[src/rtl/core/cmtl_pkg.sv]
// ----------------------------------------------------------------------------
// cmtl_pkg
// types, field layout and constants of the cube map texel lookup unit
// ----------------------------------------------------------------------------
package cmtl_pkg;

	localparam int MAX_FACE_WIDTH_DEF = 64;
	localparam int MAX_CHANNELS_DEF   = 4;
	localparam int FACE_COUNT         = 6;

	localparam int FW_W       = 7;
	localparam int CH_W       = 3;
	localparam int DIR_W      = 16;
	localparam int MAG_W      = 16;
	localparam int NUM_W      = 17;
	localparam int PROD_W     = FW_W + NUM_W;
	localparam int Q_W        = FW_W;
	localparam int FACE_W     = 3;
	localparam int COORD_W    = 6;
	localparam int TEXEL_W    = 32;
	localparam int USER_W     = 1;
	localparam int CFG_IDX_W  = 1;
	localparam int CFG_DATA_W = 7;

	localparam logic [FW_W-1:0] FACE_WIDTH_RESET    = FW_W'(64);
	localparam logic [CH_W-1:0] CHANNEL_COUNT_RESET = CH_W'(3);

	// request field offsets in s_tdata
	localparam int IN_TDATA_W = 96;
	localparam int DX_LSB     = 0;
	localparam int DY_LSB     = DX_LSB + DIR_W;
	localparam int DZ_LSB     = DY_LSB + DIR_W;
	localparam int LF_LSB     = DZ_LSB + DIR_W;
	localparam int LC_LSB     = LF_LSB + FACE_W;
	localparam int LR_LSB     = LC_LSB + COORD_W;
	localparam int LT_LSB     = LR_LSB + COORD_W;

	// result field offsets in m_tdata
	localparam int OUT_TDATA_W = 48;
	localparam int OF_LSB      = 0;
	localparam int OC_LSB      = OF_LSB + FACE_W;
	localparam int OR_LSB      = OC_LSB + COORD_W;
	localparam int OT_LSB      = OR_LSB + COORD_W;
	localparam int OUT_USED_W  = OT_LSB + TEXEL_W;

	typedef enum logic [CFG_IDX_W-1:0] {
		REG_FACE_WIDTH    = 1'b0,
		REG_CHANNEL_COUNT = 1'b1
	} cfg_reg_t;

	typedef enum logic {
		KIND_LOAD  = 1'b0,
		KIND_QUERY = 1'b1
	} kind_t;

	typedef enum logic [FACE_W-1:0] {
		FACE_POS_X = 3'd0,
		FACE_NEG_X = 3'd1,
		FACE_POS_Y = 3'd2,
		FACE_NEG_Y = 3'd3,
		FACE_POS_Z = 3'd4,
		FACE_NEG_Z = 3'd5
	} face_t;

	// projection of one direction onto its major face
	typedef struct packed {
		face_t            face;
		logic             zero;
		logic [MAG_W-1:0] mag;
		logic [NUM_W-1:0] num_u;
		logic [NUM_W-1:0] num_v;
	} proj_t;

	typedef struct packed {
		logic [TEXEL_W-1:0] texel;
		logic [COORD_W-1:0] row;
		logic [COORD_W-1:0] col;
		face_t              face;
		logic               zero;
	} result_t;

endpackage

[src/rtl/core/cmtl_face_select.sv]
// ----------------------------------------------------------------------------
// cmtl_face_select
// major axis pick and projection numerators for one direction
// ----------------------------------------------------------------------------
module cmtl_face_select (
	input  logic signed [cmtl_pkg::DIR_W-1:0] dir_x,
	input  logic signed [cmtl_pkg::DIR_W-1:0] dir_y,
	input  logic signed [cmtl_pkg::DIR_W-1:0] dir_z,
	output cmtl_pkg::proj_t                   proj
);
	import cmtl_pkg::*;

	function automatic logic [MAG_W-1:0] magnitude(input logic [DIR_W-1:0] d);
		return d[DIR_W-1] ? (~d + 1'b1) : d;
	endfunction

	logic [MAG_W-1:0]       ax, ay, az;
	logic signed [NUM_W:0]  xs, ys, zs, ms, us, vs;
	logic                   x_major, y_major;

	assign ax = magnitude(dir_x);
	assign ay = magnitude(dir_y);
	assign az = magnitude(dir_z);
	assign xs = {{(NUM_W+1-DIR_W){dir_x[DIR_W-1]}}, dir_x};
	assign ys = {{(NUM_W+1-DIR_W){dir_y[DIR_W-1]}}, dir_y};
	assign zs = {{(NUM_W+1-DIR_W){dir_z[DIR_W-1]}}, dir_z};

	always_comb begin
		// ties go to x, then y
		x_major = (ax >= ay) && (ax >= az);
		y_major = !x_major && (ay >= az);
		proj.zero = ((ax | ay | az) == '0);
		if (x_major) begin
			proj.mag = ax;
		end else if (y_major) begin
			proj.mag = ay;
		end else begin
			proj.mag = az;
		end
		ms = {{(NUM_W+1-MAG_W){1'b0}}, proj.mag};
		if (x_major) begin
			if (!dir_x[DIR_W-1]) begin
				proj.face = FACE_POS_X;
				us = ms - zs;
			end else begin
				proj.face = FACE_NEG_X;
				us = ms + zs;
			end
			vs = ms - ys;
		end else if (y_major) begin
			us = ms + xs;
			if (!dir_y[DIR_W-1]) begin
				proj.face = FACE_POS_Y;
				vs = ms + zs;
			end else begin
				proj.face = FACE_NEG_Y;
				vs = ms - zs;
			end
		end else begin
			if (!dir_z[DIR_W-1]) begin
				proj.face = FACE_POS_Z;
				us = ms + xs;
			end else begin
				proj.face = FACE_NEG_Z;
				us = ms - xs;
			end
			vs = ms - ys;
		end
		// numerators lie in 0 .. 2m
		proj.num_u = us[NUM_W-1:0];
		proj.num_v = vs[NUM_W-1:0];
	end

endmodule

[config.mk]
export PLATFORM = sky130hd
export DESIGN_NAME = cmtl_face_select
export DESIGN_NICKNAME = d
export VERILOG_FILES = /design/src/rtl/core/cmtl_pkg.sv /design/src/rtl/core/cmtl_face_select.sv
export SDC_FILE = /design/constraint.sdc
export NUM_CORES = 1
export LEC_CHECK = 0
export ABC_AREA = 0
export BUFFER_PORTS_ARGS = -buffer_cell sky130_fd_sc_hd__buf_2
export CAP_MARGIN = 5
export CELL_PAD_IN_SITES_DETAIL_PLACEMENT = 1
export CELL_PAD_IN_SITES_GLOBAL_PLACEMENT = 1
export CORE_ASPECT_RATIO = 2
export CORE_MARGIN = 2
export CORE_UTILIZATION = 40
export DETAILED_ROUTE_END_ITERATION = 7
export PLACE_DENSITY = 0.81
export SYNTH_ARGS = -nofsm -noshare
export SYNTH_HDL_FRONTEND = slang
export SYNTH_SLANG_ARGS = --single-unit
[constraint.sdc]
create_clock -name vclk -period 6.46
set_input_delay 0.646 -clock vclk [all_inputs]
set_output_delay 0.646 -clock vclk [all_outputs]
set_load 0.05 [all_outputs]
==> metrics.md, run 1 <==
| Metric | Value |
|---|---|
| Outcome | did not finish |
| Exit stage | 4_1_cts |
| First Err | [ERROR DPL-0033] detailed placement checks failed during check placement. |
| I/O Pins | between 100 and 150 |
| Pre-CTS setup slack | -1440 ps |
| Die H | between 150 and 200 um |
| Gate Count Post-Synth | ~980 |
| RD Place Congestion | about 0.97 |
| Post-cts resize count | 284 |
| Post-Syn Area | roughly 6900 um^2 |
| Seq/Total Area, Yosys | 0 |
| Avg Cell Area, Syn | ~7 um^2 |
| Setup bufs post-CTS | 40 |
| DP HPWL | 32900 um |
| Starting Density | 0.404 |
| Site Rows | about 70 |
| Synth cell types | a little over 70 |
| Placed Area | approximately 11000 um^2 |
| Syn_nets | 1178 |
| PortBufs | between 100 and 150 |
| Die Wd | about 97 um |
| Cts hold-fix bufs | 0 |
| Synth Warn # | 0 |
per-stage QoR:
step,instances,utilization
3_5_place_dp,1591,0.617
3_3_place_gp,1591,0.617
2_1_floorplan,984,-
synthesized netlist by cell type, drive strengths merged (11+ instances only):
library cell | number | area share
a211oi | 13 | 0.014
a21o | 23 | 0.025
a21oi | 97 | 0.070
buf | 12 | 0.0098
clkbuf | 19 | 0.010
ha | 141 | 0.26
inv | 117 | 0.064
mux2i | 46 | 0.067
nand2 | 65 | 0.036
nand2b | 19 | 0.017
nand3 | 16 | 0.012
nand4 | 12 | 0.011
nor2 | 93 | 0.051
nor3 | 11 | 0.0080
o21ai | 45 | 0.033
o21bai | 13 | 0.014
o31ai | 13 | 0.014
xnor2 | 83 | 0.11
cells by family after synthesis:
family / count (synthesis) / synth area share
AOI/OAI and AO/OA: 278 / 0.265
xor gates and xnor gates: 93 / 0.118
adders and majority gates: 147 / 0.271
buffers and inverters: 148 / 0.0837
muxes: 51 / 0.0748
and+or+nand+nor: 267 / 0.187
==> run 2: changes to the inputs <==
- CELL_PAD_IN_SITES_DETAIL_PLACEMENT: 1 -> not set
- CELL_PAD_IN_SITES_GLOBAL_PLACEMENT: 1 -> not set
- CORE_ASPECT_RATIO: 2 -> not set
- PLACE_DENSITY: 0.81 -> not set
- PLACE_DENSITY_LB_ADDON: not set -> 0.15
- clock period: 6.46 -> 8.4 ns (I/O delays scaled with it)
==> run 2 against run 1 <==
Synthesized cell count unchanged; the flow now finishes without violations; synthesized area unchanged.
==> metrics.md, run 2 <==
| Metric | Value |
|---|---|
| Outcome | finished clean |
| Syn_nets | 1178 (unchanged) |
| Power Density | about 320 nW/um^2 |
| Sw frac | 0.669 |
| RD Place Congestion | 0.958 (-1.3%) |
| CLK BUF | 0 |
| Post-synthesis compound-gate area fraction | 0.265 (unchanged) |
| CP max FO | 17 |
| PortBufs | 102 (unchanged) |
| Die H | 135 um (-29%) |
| Worst EP arrival | 7110 ps |
| Most common cell after layout, fill and taps aside | ha_1 |
| # setup viols final | 0 |
| Initial antenna violation count | 0 |
| Max-Cap Viols | 0 |
| DR vias/cell | approximately 5.5 |
| Avg Cell Area, Syn | 7.02 um^2 (unchanged) |
| Core area | about 17000 um^2 |
| Slew @ Worst Pin | ~930 ps |
| Synth Warn # | 0 (unchanged) |
| Area share of and/or/nand/nor cells after synthesis | 0.187 (unchanged) |
| Int Pwr | 839 uW |
| First-pass GRT wire length | about 37000 um |
| Global route total overflow | 0 |
| Site Rows | 48 (-29%) |
| Count of TritonRoute iterations in the first routing pass | 5 |
| Placed Area | 7860 um^2 (-26%) |
| Fin worst setup slack | about 450 ps |
| Synth cell types | 72 (unchanged) |
| Commonest cells in the netlist | ha_1, inv_1, a21oi_1, nor2_1, xnor2_1 |
| Routed via count | 7307 |
| Fraction of synthesized area in multiplexers | 0.0748 (unchanged) |
| Largest net degree at the start of global routing | 35 |
| Ant diodes | 0 |
| Data required time of the worst path | about 7600 ps |
| Crit path capture type | output pin |
| Fillers | between 1500 and 2000 |
| P_sw | between 1.5 and 2 mW |
| Wire per inst | approximately 18 um |
| Highest Clock Rate | approximately 0.13 GHz |
| Max-slew violation count | 0 |
| Cts hold-fix bufs | 0 (unchanged) |
| Synth area leaders | ha_1, xnor2_1, a21oi_1, mux2i_1, inv_1 |
| Critical path type | in -> out |
| Adder-cell area share of the yosys netlist | 0.271 (unchanged) |
| Residual DRC | 0 |
| Most numerous cell in the Yosys netlist | ha_1 |
| Shortest period the worst path allows | 7950 ps |
| Pleak | ~4.0 nW |
| I/O Pins | 102 (unchanged) |
| Pre-CTS setup slack | 243 ps (+1680 ps) |
| DRT iter0 DRCs | ~430 |
| Synth Area in XOR/XNOR | 0.118 (unchanged) |
| Die ar. | approximately 18000 um^2 |
| Largest family of logic cells by synthesized area | adder cells |
| Worst setup SP type | input port |
| Post-Route WL | 24000 um |
| Total GRT Usage | 0.255 |
| Register area | 0 um^2 |
| Nets | 1289 |
| Fin Setup TNS | 0 ps |
| Period utilisation layout | 0.946 |
| Layout cells sized above 1 | 0.169 |
| Most frequent cells in the layout | ha_1, inv_1, buf_2, nor2_1, a21oi_1 |
| Die Wd | 135 um (+40%) |
| RSZ-0062 raised after global routing | false |
| Clock Power Share | 0 |
| Sequential share of power | 0 |
| DP HPWL | 20700 um (-37%) |
| Share of the synthesized area in the top cell type | 0.255 (unchanged) |
| Sequential cells | 0 |
| Starting Density | 0.404 (about the same) |
| Slew headroom | 0.382 |
| Layout area overhead | 15.3% |
| Post-Syn Area | 6910 um^2 (unchanged) |
| Combinational power share | 1.000 |
| Final Cell Area | between 7000 and 8000 um^2 |
| Count of final hold-check violations | 0 |
| Gate Count Post-Synth | 984 (unchanged) |
| Seq/Total Area, Yosys | 0 (unchanged) |
| Worst IR Drop VDD | ~290 uV |
| Antenna viol nets, final | 0 |
| Worst Hold Class | in -> out |
| Largest area contributor in the netlist | ha_1 |
| Vias in the first global route | ~6800 |
| Final core utilization | 0.465 |
## run 2: cell counts after synthesis
Identical to the previous run, type by type.
## run 2: routing by layer
metal	GRT usage	wire, um
met1	0.390	11900
met2	0.410	10600
met3	0.00748	1230
met4	0.0260	289
met5	0	0
## run 2: power groups by stage
stage | clock, mW | sequential (mW) | combinational (mW)
6_report | 0 | 0 | 2.53
5_1_grt | 0 | 0 | 2.75
4_1_cts | 0 | 0 | 2.50
3_5_place_dp | 0 | 0 | 2.49
3_3_place_gp | 0 | 0 | 2.50
2_1_floorplan | 0 | 0 | 1.91
## run 2: cell families after synthesis
kind of cell | count (synthesis)
adder cells (fa/ha/maj) | 147
AO/OA/AOI/OAI | 278
multiplexers | 51
XOR/XNOR | 93
AND/OR/NAND/NOR | 267
buffers and inverters | 148
## run 2: final cells by class
cell class,count,area (um^2),area share
inverters,117,442,0.0554
multi-input cells,836,6450,0.809
well taps,225,282,0.0353
repair buffers,140,796,0.0999
## run 2: worst max-delay path: stages
cell	delay (ps)
buf_2	120
or4_4	580
or3_1	420
o41ai_2	340
xnor2_1	250
ha_1	320
and3_1	200
a221o_1	290
a21oi_1	150
o31ai_1	120
o32ai_4	240
inv_4	180
nor2_1	270
a21oi_4	110
buf_4	170
ha_1	180
o311a_1	420
o311ai_2	290
a21oi_1	150
a221oi_1	410
nor2b_1	210
xnor2_1	90
mux2_2	280
mux2i_1	180
buf_2	290
## run 2: repair_timing
action                                  CTS  global route
endpoints found under the setup margin    0            16
setup buffers                             0             4
resized for setup                         0            17
## run 2: final timing paths
path	startpoint	endpoint	cells after the start
min	dir_y[0]	proj[0]	4
max	dir_z[5]	proj[30]	25
## run 2: per-stage QoR
step / hold slack, ps / cells / total power, mW
final: 2250 / 1318 / 2.53
after global routing: 2270 / 1318 / 2.75
after CTS: 2240 / 1314 / 2.50
after detailed placement: 2240 / 1314 / 2.49
after global placement: 2250 / 1314 / 2.50
after floorplan: 2040 / 984 / 1.91
Power figures use the tool's default switching activity.
==> run 3: changes to the inputs <==
- CORE_ASPECT_RATIO: not set -> 0.6
==> run 3 against run 2 <==
Fmax shrank 2.5%; combinational power grew 5%; count of clock-buffer cells in the layout is the same; critical path depth grew 1; wire length grew 12%; critical endpoint unchanged.
==> metrics.md, run 3 (synthesized netlist as in run 2, its figures left out) <==
| Metric | Value |
|---|---|
| Outcome | finished clean |
| Slowest cell delay on critical path | 580 ps (about the same) |
| Worst EP arrival | 7310 ps (+200 ps) |
| PortBufs | 102 (unchanged) |
| Die ar. | 18400 um^2 (+0.18%) |
| Slew @ Worst Pin | 1030 ps (+99.4 ps) |
| Top Layer Used | met4 |
| Fin worst setup slack | 246 ps (-204 ps) |
| Wire per inst | 20.2 um (+11%) |
| DR vias/cell | 5.70 (+2.8%) |
| Sw frac | 0.681 (+0.0123) |
| Combinational power share | 1.000 (about the same) |
| Crit path capture type | output pin |
| Final core utilization | 0.469 (+0.00380) |
| Site Rows | 37 (-23%) |
| Data required time of the worst path | 7560 ps (about the same) |
| Pleak | 4.00 nW (+0.16%) |
| Vias in the first global route | 7004 (+3.2%) |
| Hold Crit Depth | 4 (unchanged) |
| Highest Clock Rate | 0.123 GHz (-2.5%) |
| Crit-path slowest cell | or4_4 |
| Die H | 106 um (-22%) |
| RD Place Congestion | 0.990 (+3.4%) |
| DP HPWL | 22500 um (+9.0%) |
| Shortest period the worst path allows | 8150 ps (+204 ps) |
| Sequential share of power | 0 (unchanged) |
| Max-slew violation count | 0 (unchanged) |
| Post-Route WL | 26800 um (+12%) |
| Met1 wire length | 13700 um (+15%) |
| Power Total | 2.66 mW (+4.9%) |
| Count of final hold-check violations | 0 (unchanged) |
| Layout cells sized above 1 | 0.168 (-0.00107) |
| Layout area overhead | 15.7% |
| Worst Hold Class | in -> out |
| Worst setup SP type | input port |
| # setup viols final | 0 (unchanged) |
| Critical path type | in -> out |
| Antenna viol nets, final | 0 (unchanged) |
| Int Pwr | 847 uW (+0.96%) |
| DRT iter0 DRCs | 754 (+76%) |
| Pre-CTS setup slack | 150 ps (-93.0 ps) |
| CP max FO | 12 (-5) |
| Cell Count Post-Placement | 1326 (+0.91%) |
| Critical Path Stages | 26 (+4.0%) |
| CP Buf/Inv Count | 5 (+1) |
| Initial antenna violation count | 0 (unchanged) |
| Post-route insts no fill | 1328 (+0.76%) |
| Slew headroom | 0.315 (-0.0662) |
| Count of TritonRoute iterations in the first routing pass | 5 (unchanged) |
| Period utilisation layout | 0.971 (+0.0243) |
| Global route total overflow | 0 (unchanged) |
| Hold Path Sink | proj[0] |
| Core area | 17000 um^2 (-0.47%) |
| Total GRT Usage | 0.281 (+0.0262) |
| First-pass GRT wire length | 40600 um (+10%) |
| Sequential cells | 0 (unchanged) |
| I/O Pins | 102 (unchanged) |
| Most frequent cells in the layout | ha_1, inv_1, buf_2, nor2_1, a21oi_1 |
| Hold path startpoint | dir_y[0] |
| Worst IR Drop VDD | 298 uV (+3.1%) |
| RSZ-0062 raised after global routing | true |
| CLK BUF | 0 (unchanged) |
| Die Wd | 174 um (+28%) |
| Power Density | 332 nW/um^2 (+4.5%) |
| Nets | 1290 (+0.078%) |
| Clock Power Share | 0 (unchanged) |
| Most common cell after layout, fill and taps aside | ha_1 |
| Largest net degree at the start of global routing | 38 (+8.6%) |
| Residual DRC | 0 (unchanged) |
| Ant diodes | 0 (unchanged) |
| Routed via count | 7565 (+3.5%) |
| Met3 wire length | 2640 um (+120%) |
| Worst path top cell family by delay | compound AO/OA/AOI/OAI gates |
| Register area | 0 um^2 (unchanged) |
| Hold_ws | 2300 ps (+53.7 ps) |
| Starting Density | 0.405 (+0.00190) |
| Met2 wire len | 10300 um (-2.8%) |
| P_sw | 1.81 mW (+6.8%) |
| Max-Cap Viols | 0 (unchanged) |
-- run 3: cell types whose count changed in the layout (fill, tap and decap cells not counted), sizes merged --
cell	change
clkbuf	+1
-- run 3: layout make-up --
cell class | count | area [um^2]
repair buffers | 141 | 818
well taps | 234 | 293
inverters | 117 | 439
fillers | 1815 | 9040
multi-input cells | 836 | 6440
-- run 3: tightest hold or removal path, delay by kind of cell --
kind / cells / cell delay, ps
adders and majority gates: 1 / 180
AOI/OAI and AO/OA: 1 / 70
buffers and inverters: 2 / 370
-- run 3: stage by stage --
| step | TNS [ps] | instance area, um^2 |
|---|---|---|
| after floorplan | 0 | 6930 |
| after global placement | 0 | 7890 |
| after detailed placement | 0 | 7890 |
| after CTS | 0 | 7890 |
| after global routing | -249 | 8000 |
| final | 0 | 8000 |
-- run 3: worst max path at each step --
stage,slack [ps],endpoint,startpoint
finish,250,proj[30],dir_z[5]
global route,-150,proj[16],dir_z[5]
CTS,120,proj[33],dir_z[5]
detailed placement,150,proj[33],dir_z[5]
global placement,290,proj[33],dir_z[5]
floorplan,8,proj[30],dir_z[5]
-- run 3: routing by layer --
| layer | up-vias | global-route usage |
|---|---|---|
| met5 | - | 0 |
| met1 | 3517 | 0.443 |
| met4 | 0 | 0.0228 |
| li1 | 3718 | - |
| met3 | 16 | 0.0559 |
| met2 | 314 | 0.399 |
-- run 3: power groups by stage --
stage | Combinational (mW) | Clock, mW | Sequential (mW)
after floorplan | 1.91 | 0 | 0
final | 2.66 | 0 | 0
after detailed placement | 2.57 | 0 | 0
after global placement | 2.58 | 0 | 0
after global routing | 2.84 | 0 | 0
after CTS | 2.58 | 0 | 0
-- run 3: repair_timing --
item / in CTS / in global routing
gates resized for setup: 0 / 15
setup buffers: 0 / 2
hold buffers: 0 / 0
endpoints found under the setup margin: 0 / 11
